===== src/rtl/multilevel_program_scheduler_defines.svh =====
// Assertion macros for the multilevel program scheduler.
// Included by files that carry concurrent assertions; no other dependencies.
`ifndef MULTILEVEL_PROGRAM_SCHEDULER_DEFINES_SVH
`define MULTILEVEL_PROGRAM_SCHEDULER_DEFINES_SVH
`ifndef SYNTH
`define MPS_ASSERT_IMP(label, clk, rst, ante, cons) \
  label: assert property (@(posedge clk) disable iff (rst) (ante) |-> (cons)) \
    else $error("mps assertion failed");
`define MPS_ASSERT_NEXT(label, clk, rst, ante, cons) \
  label: assert property (@(posedge clk) disable iff (rst) (ante) |=> (cons)) \
    else $error("mps assertion failed");
`else
`define MPS_ASSERT_IMP(label, clk, rst, ante, cons)
`define MPS_ASSERT_NEXT(label, clk, rst, ante, cons)
`endif
`endif


===== src/rtl/mps_pkg.sv =====
// Shared types and constants for the multilevel program scheduler.
// No dependencies.
package mps_pkg;

  localparam int MAX_ENTRIES = 64;
  localparam int IDX_W = $clog2(MAX_ENTRIES);
  localparam int CNT_W = $clog2(MAX_ENTRIES + 1);
  localparam int SUM_W = CNT_W + 1;
  localparam int TICK_W = 16;
  localparam int SEQ_W = 32;
  localparam int AGE_W = TICK_W + 1;
  localparam logic [AGE_W-1:0] AGE_NEVER = {1'b1, {TICK_W{1'b0}}};

  localparam logic KIND_LOAD = 1'b0;
  localparam logic KIND_TICK = 1'b1;

  localparam logic [1:0] CLS_RT   = 2'd0;
  localparam logic [1:0] CLS_SO   = 2'd1;
  localparam logic [1:0] CLS_USER = 2'd2;
  localparam logic [1:0] CLS_BAD  = 2'd3;

  typedef struct packed {
    logic        kind;
    logic [5:0]  program_id;
    logic [1:0]  program_class;
    logic [7:0]  priority_req;
    logic [15:0] work_units;
    logic [15:0] start_tick;
    logic [5:0]  name_rank;
  } in_item_t;

  typedef struct packed {
    logic [5:0]        id;
    logic [1:0]        cls;
    logic [7:0]        prio;
    logic [5:0]        name;
    logic [15:0]       work;
    logic [TICK_W-1:0] start;
    logic [TICK_W-1:0] last;
    logic              ran;
    logic [SEQ_W-1:0]  seq;
  } entry_t;

  localparam int ENTRY_W = $bits(entry_t);

  typedef enum logic [3:0] {
    ST_IDLE,
    ST_FREE,
    ST_ADMIT_GO,
    ST_ADMIT_WAIT,
    ST_DISPATCH,
    ST_RT_READ,
    ST_RT_TAKE,
    ST_RUN_READ,
    ST_RUN_EXEC,
    ST_EMIT
  } state_t;

  typedef struct packed {
    logic accept;
    logic free_step;
    logic admit_start;
    logic rt_push;
    logic dispatch;
    logic rt_take;
    logic run_read;
    logic run_exec;
    logic emit;
  } ctl_cmd_t;

  typedef struct packed {
    logic in_load;
    logic in_drop;
    logic free_hit;
    logic scan_busy;
    logic rt_found;
    logic rt_pending;
    logic pick_found;
    logic out_busy;
  } ctl_sts_t;

endpackage


===== src/rtl/mps_ctl.sv =====
// Scheduler controller: sequences loads, admission scans and dispatch.
// Depends on mps_pkg.
module mps_ctl (
  input  logic              clk,
  input  logic              rst,
  input  logic              in_valid,
  output logic              in_ready,
  input  mps_pkg::ctl_sts_t sts,
  output mps_pkg::ctl_cmd_t cmd
);

  mps_pkg::state_t state;
  mps_pkg::state_t state_next;

  always_ff @(posedge clk) begin
    if (rst) begin
      state <= mps_pkg::ST_IDLE;
    end else begin
      state <= state_next;
    end
  end

  always_comb begin
    state_next = state;
    cmd = '0;
    in_ready = 1'b0;
    case (state)
      mps_pkg::ST_IDLE: begin
        in_ready = !sts.out_busy;
        if (in_valid && !sts.out_busy) begin
          cmd.accept = 1'b1;
          if (sts.in_load) begin
            state_next = sts.in_drop ? mps_pkg::ST_IDLE : mps_pkg::ST_FREE;
          end else begin
            state_next = mps_pkg::ST_ADMIT_GO;
          end
        end
      end
      mps_pkg::ST_FREE: begin
        cmd.free_step = 1'b1;
        if (sts.free_hit) begin
          state_next = mps_pkg::ST_IDLE;
        end
      end
      mps_pkg::ST_ADMIT_GO: begin
        cmd.admit_start = 1'b1;
        state_next = mps_pkg::ST_ADMIT_WAIT;
      end
      mps_pkg::ST_ADMIT_WAIT: begin
        if (!sts.scan_busy) begin
          if (sts.rt_found) begin
            cmd.rt_push = 1'b1;
            state_next = mps_pkg::ST_ADMIT_GO;
          end else begin
            state_next = mps_pkg::ST_DISPATCH;
          end
        end
      end
      mps_pkg::ST_DISPATCH: begin
        if (sts.rt_pending) begin
          state_next = mps_pkg::ST_RT_READ;
        end else begin
          cmd.dispatch = 1'b1;
          state_next = sts.pick_found ? mps_pkg::ST_RUN_READ : mps_pkg::ST_EMIT;
        end
      end
      mps_pkg::ST_RT_READ: begin
        state_next = mps_pkg::ST_RT_TAKE;
      end
      mps_pkg::ST_RT_TAKE: begin
        cmd.rt_take = 1'b1;
        state_next = mps_pkg::ST_RUN_READ;
      end
      mps_pkg::ST_RUN_READ: begin
        cmd.run_read = 1'b1;
        state_next = mps_pkg::ST_RUN_EXEC;
      end
      mps_pkg::ST_RUN_EXEC: begin
        cmd.run_exec = 1'b1;
        state_next = mps_pkg::ST_EMIT;
      end
      mps_pkg::ST_EMIT: begin
        cmd.emit = 1'b1;
        state_next = mps_pkg::ST_IDLE;
      end
      default: begin
        state_next = mps_pkg::ST_IDLE;
      end
    endcase
  end

endmodule


===== config.mk =====
export PLATFORM = sky130hd
export DESIGN_NAME = mps_ctl
export DESIGN_NICKNAME = d
export VERILOG_FILES = /design/src/rtl/multilevel_program_scheduler_defines.svh /design/src/rtl/mps_pkg.sv /design/src/rtl/mps_ctl.sv
export SDC_FILE = /design/constraint.sdc
export NUM_CORES = 1
export LEC_CHECK = 0
export ABC_AREA = 1
export BUFFER_PORTS_ARGS = -buffer_cell sky130_fd_sc_hd__clkbuf_2
export CORE_AREA = 3 3 40 42
export CTS_CLUSTER_DIAMETER = 50
export DETAILED_ROUTE_END_ITERATION = 10
export DIE_AREA = 0 0 43 45
export MAX_ROUTING_LAYER = met4
export PLACE_DENSITY = 0.66
export SYNTH_ARGS = -nofsm -noshare
export SYNTH_HDL_FRONTEND = slang
export SYNTH_SLANG_ARGS = --single-unit

===== constraint.sdc =====
create_clock -name clk -period 1.8 [get_ports clk]
set_input_delay 0.18 -clock clk [delete_from_list [all_inputs] [get_ports clk]]
set_output_delay 0.18 -clock clk [all_outputs]
set_load 0.1 [all_outputs]

; ---- Yosys cells after proc, flatten, opt, wreduce, memory -nomap -nowiden
; Index checks and enable logic that the tools add are counted.
[op_classes]
eq_ne = 12
muxes = 23
reduce_logical = 4
[ops]
columns = op, n
row1 = $pmux 4 s9, 1
row2 = $mux 4, 5
row3 = $eq 4x3->1 const B, 4
row4 = $mux 1, 15
row5 = $eq 4x2->1 const B, 2
row6 = $eq 4x4->1 const B, 2
row7 = $ne 2x2->1 const B, 3
row8 = $eq 4x1->1 const B, 1
row9 = $logic_not 4->1, 1
row10 = $mux 3, 1
row11 = $reduce_and 3->1, 1
row12 = $mux 2, 1
row13 = $logic_and 1x1->1, 1
row14 = $logic_not 1->1, 1
[word_totals]
reg_bits = 4
inputBits = 11
wordCells = 40

; ---- Logic depth before layout (Yosys ltp)
[logic_depth]
depth_word = 4
ltp_mapped = 9
ltp_nobuf = 9

; ---- Worst setup path before layout
; Ideal clock, no wire load.
[synth_timing]
kind = reg-to-output
start = register state[3]
end = output cmd[0] in the netlist's numbering
arrival_ns = 2.510
required_time_ns = 1.620
setup_slack_ns = -0.890
path_stages_with_launch = 3
n_path_buf = 0
path_cell_list = dfxtp_1 inv_2 nor3_1
[synth_lines]
columns = element, line
row1 = from (decl), mps_ctl.sv:12  ; mps_pkg::state_t state;
row2 = from (signal assigned), mps_ctl.sv:17  ; state <= mps_pkg::ST_IDLE;
row3 = from (signal assigned), mps_ctl.sv:19  ; state <= state_next;
row4 = to (decl), mps_ctl.sv:9  ; output mps_pkg::ctl_cmd_t cmd

==> summary.md <==
| Metric | Value |
|---|---|
| Outcome | `finished clean` |
| Max-slew headroom | `0.641` |
| Port bufs | `20` |
| GRT overflow | `0` |
| Number of flip-flops in the largest register | `4` |
| Worst R2R Path Depth | `7` |
| Total CTS buffers | `3` |
| Fin crit period | `1.57 ns` |
| Critical Path Slowest Stage Cell | `dfxtp_1` |
| Fin Clk Skew | `0.00412 ns` |
| # DRC | `0` |
| WL/cell | `9.01 um` |
| Synthesis-to-finish area growth | `47.3%` |
| Max Root-Sink Buffers | `2` |
| Crit path required time | `1.62 ns` |
| DRT antenna net count | `0` |
| Setup violators final | `0` |
| Core area | `0.00128 mm^2` |
| Gate Count Post-Synth | `73` |
| Syn Std Cell Area | `399 um^2` |
| Largest net degree at the start of global routing | `7` |
| Fin nets | `109` |
| Via density | `4.35` |
| Final WL | `1000 um` |
| Final worst-path cycle share | `0.874` |
| WS Path Type | `reg2out` |
| Setup bufs post-CTS | `0` |
| Post-CTS Resized | `0` |
| Post-synthesis compound-gate area fraction | `0.0502` |
| H-tree level count | `1` |
| CTS tree | `yes` |
| TNS Setup | `0 ns` |
| Clock Pin Slew Worst Setup and Hold Paths | `0.04 ns` |
| Xor/xnor share of the synthesized area | `0` |
| Routability cong. | `0.757` |
| Post-Synth Simple-Gate Area | `0.571` |
| Rows | `13` |
| Clock Latency Late Sink | `0.23 ns` |
| Lkg Pwr | `0.329 nW` |
| Ant. Diodes | `0` |
| RSZ-0062 raised after global routing | `false` |
| Layout cell share with drive strength beyond 1 | `0.490` |
| Actual slew at the worst max-slew pin | `0.540 ns` |
| Yosys warnings | `0` |
| Worst path arrival time | `1.39 ns` |
| Sink Count | `4` |
| Initial antenna violation count | `0` |
| Pre-Repair DR Iteration Count | `4` |
| Most frequent cells in the layout | `inv_1 (14), nand2_1 (14), clkbuf_2 (12), nor2_2 (9), buf_4 (8)` |
| Largest regs | `state: 4 flops` |
| Area of the die | `0.00194 mm^2` |
| Vias | `483` |
| Die Wd | `43 um` |
| Crit end category | `output pin` |
| Overall Power | `351 uW` |
| Final Hold Fails | `0` |
| Fmax | `635 MHz` |
| CP max stage delay | `0.38 ns` |
| Global Route Usage Sum | `0.123` |
| Hold buffer count at CTS | `0` |
| Die height | `45 um` |
| Max-cap violation count | `0` |
| Number of global-route vias before repair | `447` |
| Seq/Total Area, Yosys | `0.201` |
| 1st-iter DRT viols | `8` |
| Final Max Slew Viols | `0` |
| Crit Path Max Fanout | `4` |
| Post-synth cell types | `14` |
| Mapped Avg Cell Area | `5.47 um^2` |
| I/O pin count | `21` |
| Largest family of logic cells by synthesized area | `simple AND/OR/NAND/NOR gates` |
| Core Util, Final | `0.458` |
| Reg with most FFs | `state` |
| Post-synthesis mux area share | `0` |
| Root Buffer | `clkbuf_4` |
| CP Cell Sequence | `inv_1 > nor2_2 > inv_1 > nor2_2 > buf_4` |
| Hold path cells | `2` |
| Synth Area in Adders | `0` |
| Critical Path Source Type | `flop` |
| Max rail drop VDD | `0.000377 V` |
| Post-DP HPWL | `876 um` |
| First-pass GRT wire length | `1750 um` |
| Register bit total from synthesis | `4` |
| Worst hold path class | `in2reg` |
| Initial Utilization | `0.311` |
| Net Count, Synth | `84` |
| Power per cell area | `597 mW/mm^2` |
-- report_power, final --
group | leakage (nW) | switching, mW | internal, mW | total [mW]
combinational | 0.283 | 0.106 | 0.0404 | 0.147
clock | 0.0138 | 0.0323 | 0.0743 | 0.107
sequential | 0.0324 | 0.00537 | 0.0926 | 0.0980
total | 0.329 | 0.144 | 0.207 | 0.351
-- layer usage --
| layer | GRT usage | vias to the layer above | share of wire |
|---|---|---|---|
| li1 | - | 267 | - |
| met1 | 0.145 | 204 | 0.43 |
| met2 | 0.204 | 12 | 0.52 |
| met3 | 0.0359 | 0 | 0.052 |
| met4 | 0.0361 | 0 | 0 |
| met5 | - | - | 0 |
-- synthesized netlist by cell type (all sizes together) --
library cell | n | area share
inv | 19 | 0.18
nand2 | 19 | 0.21
nor2 | 15 | 0.18
nand3 | 6 | 0.088
a21oi | 4 | 0.050
dfxtp | 4 | 0.20
nor3 | 4 | 0.063
nand4 | 2 | 0.031
-- through the flow --
step | std cells | hold WS, ns | setup WS [ns] | area [um^2]
after floorplan | 73 | 0.249 | -0.0464 | 427
after global placement | 108 | 0.402 | 0.480 | 566
after detailed placement | 108 | 0.409 | 0.486 | 566
after CTS | 111 | 0.168 | 0.237 | 588
after global routing | 111 | 0.181 | 0.122 | 588
final | 111 | 0.172 | 0.226 | 588
-- worst paths after layout --
check | slack [ns] | endpoint | start
worst min register to register | 0.70 | state[1] | state[2]
worst min-delay path | 0.17 | state[2] | rst
worst max-delay path | 0.23 | cmd[2] | state[2]
worst max register to register | 0.61 | state[2] | state[1]
-- area by class of cell --
type                       instances  area, um^2
clock buffer                       3        22.5
fill                             146         697
inverter                          19        71.3
multi-input combinational         50         275
sequential                         4        80.1
tap                               15        18.8
timing repair buffer              20         120
-- worst max-delay path, delay by kind of cell (launching register included) --
kind,cells,cell delay (ns)
flops,1,0.38
buf+inv,3,0.50
simple gates,2,0.28
-- kinds of logic after synthesis --
| kind of cell | Yosys count |
|---|---|
| simple gates | 46 |
| compound gates | 4 |
| flops | 4 |
| buf+inv | 19 |
(Power assumes the default switching activity.)
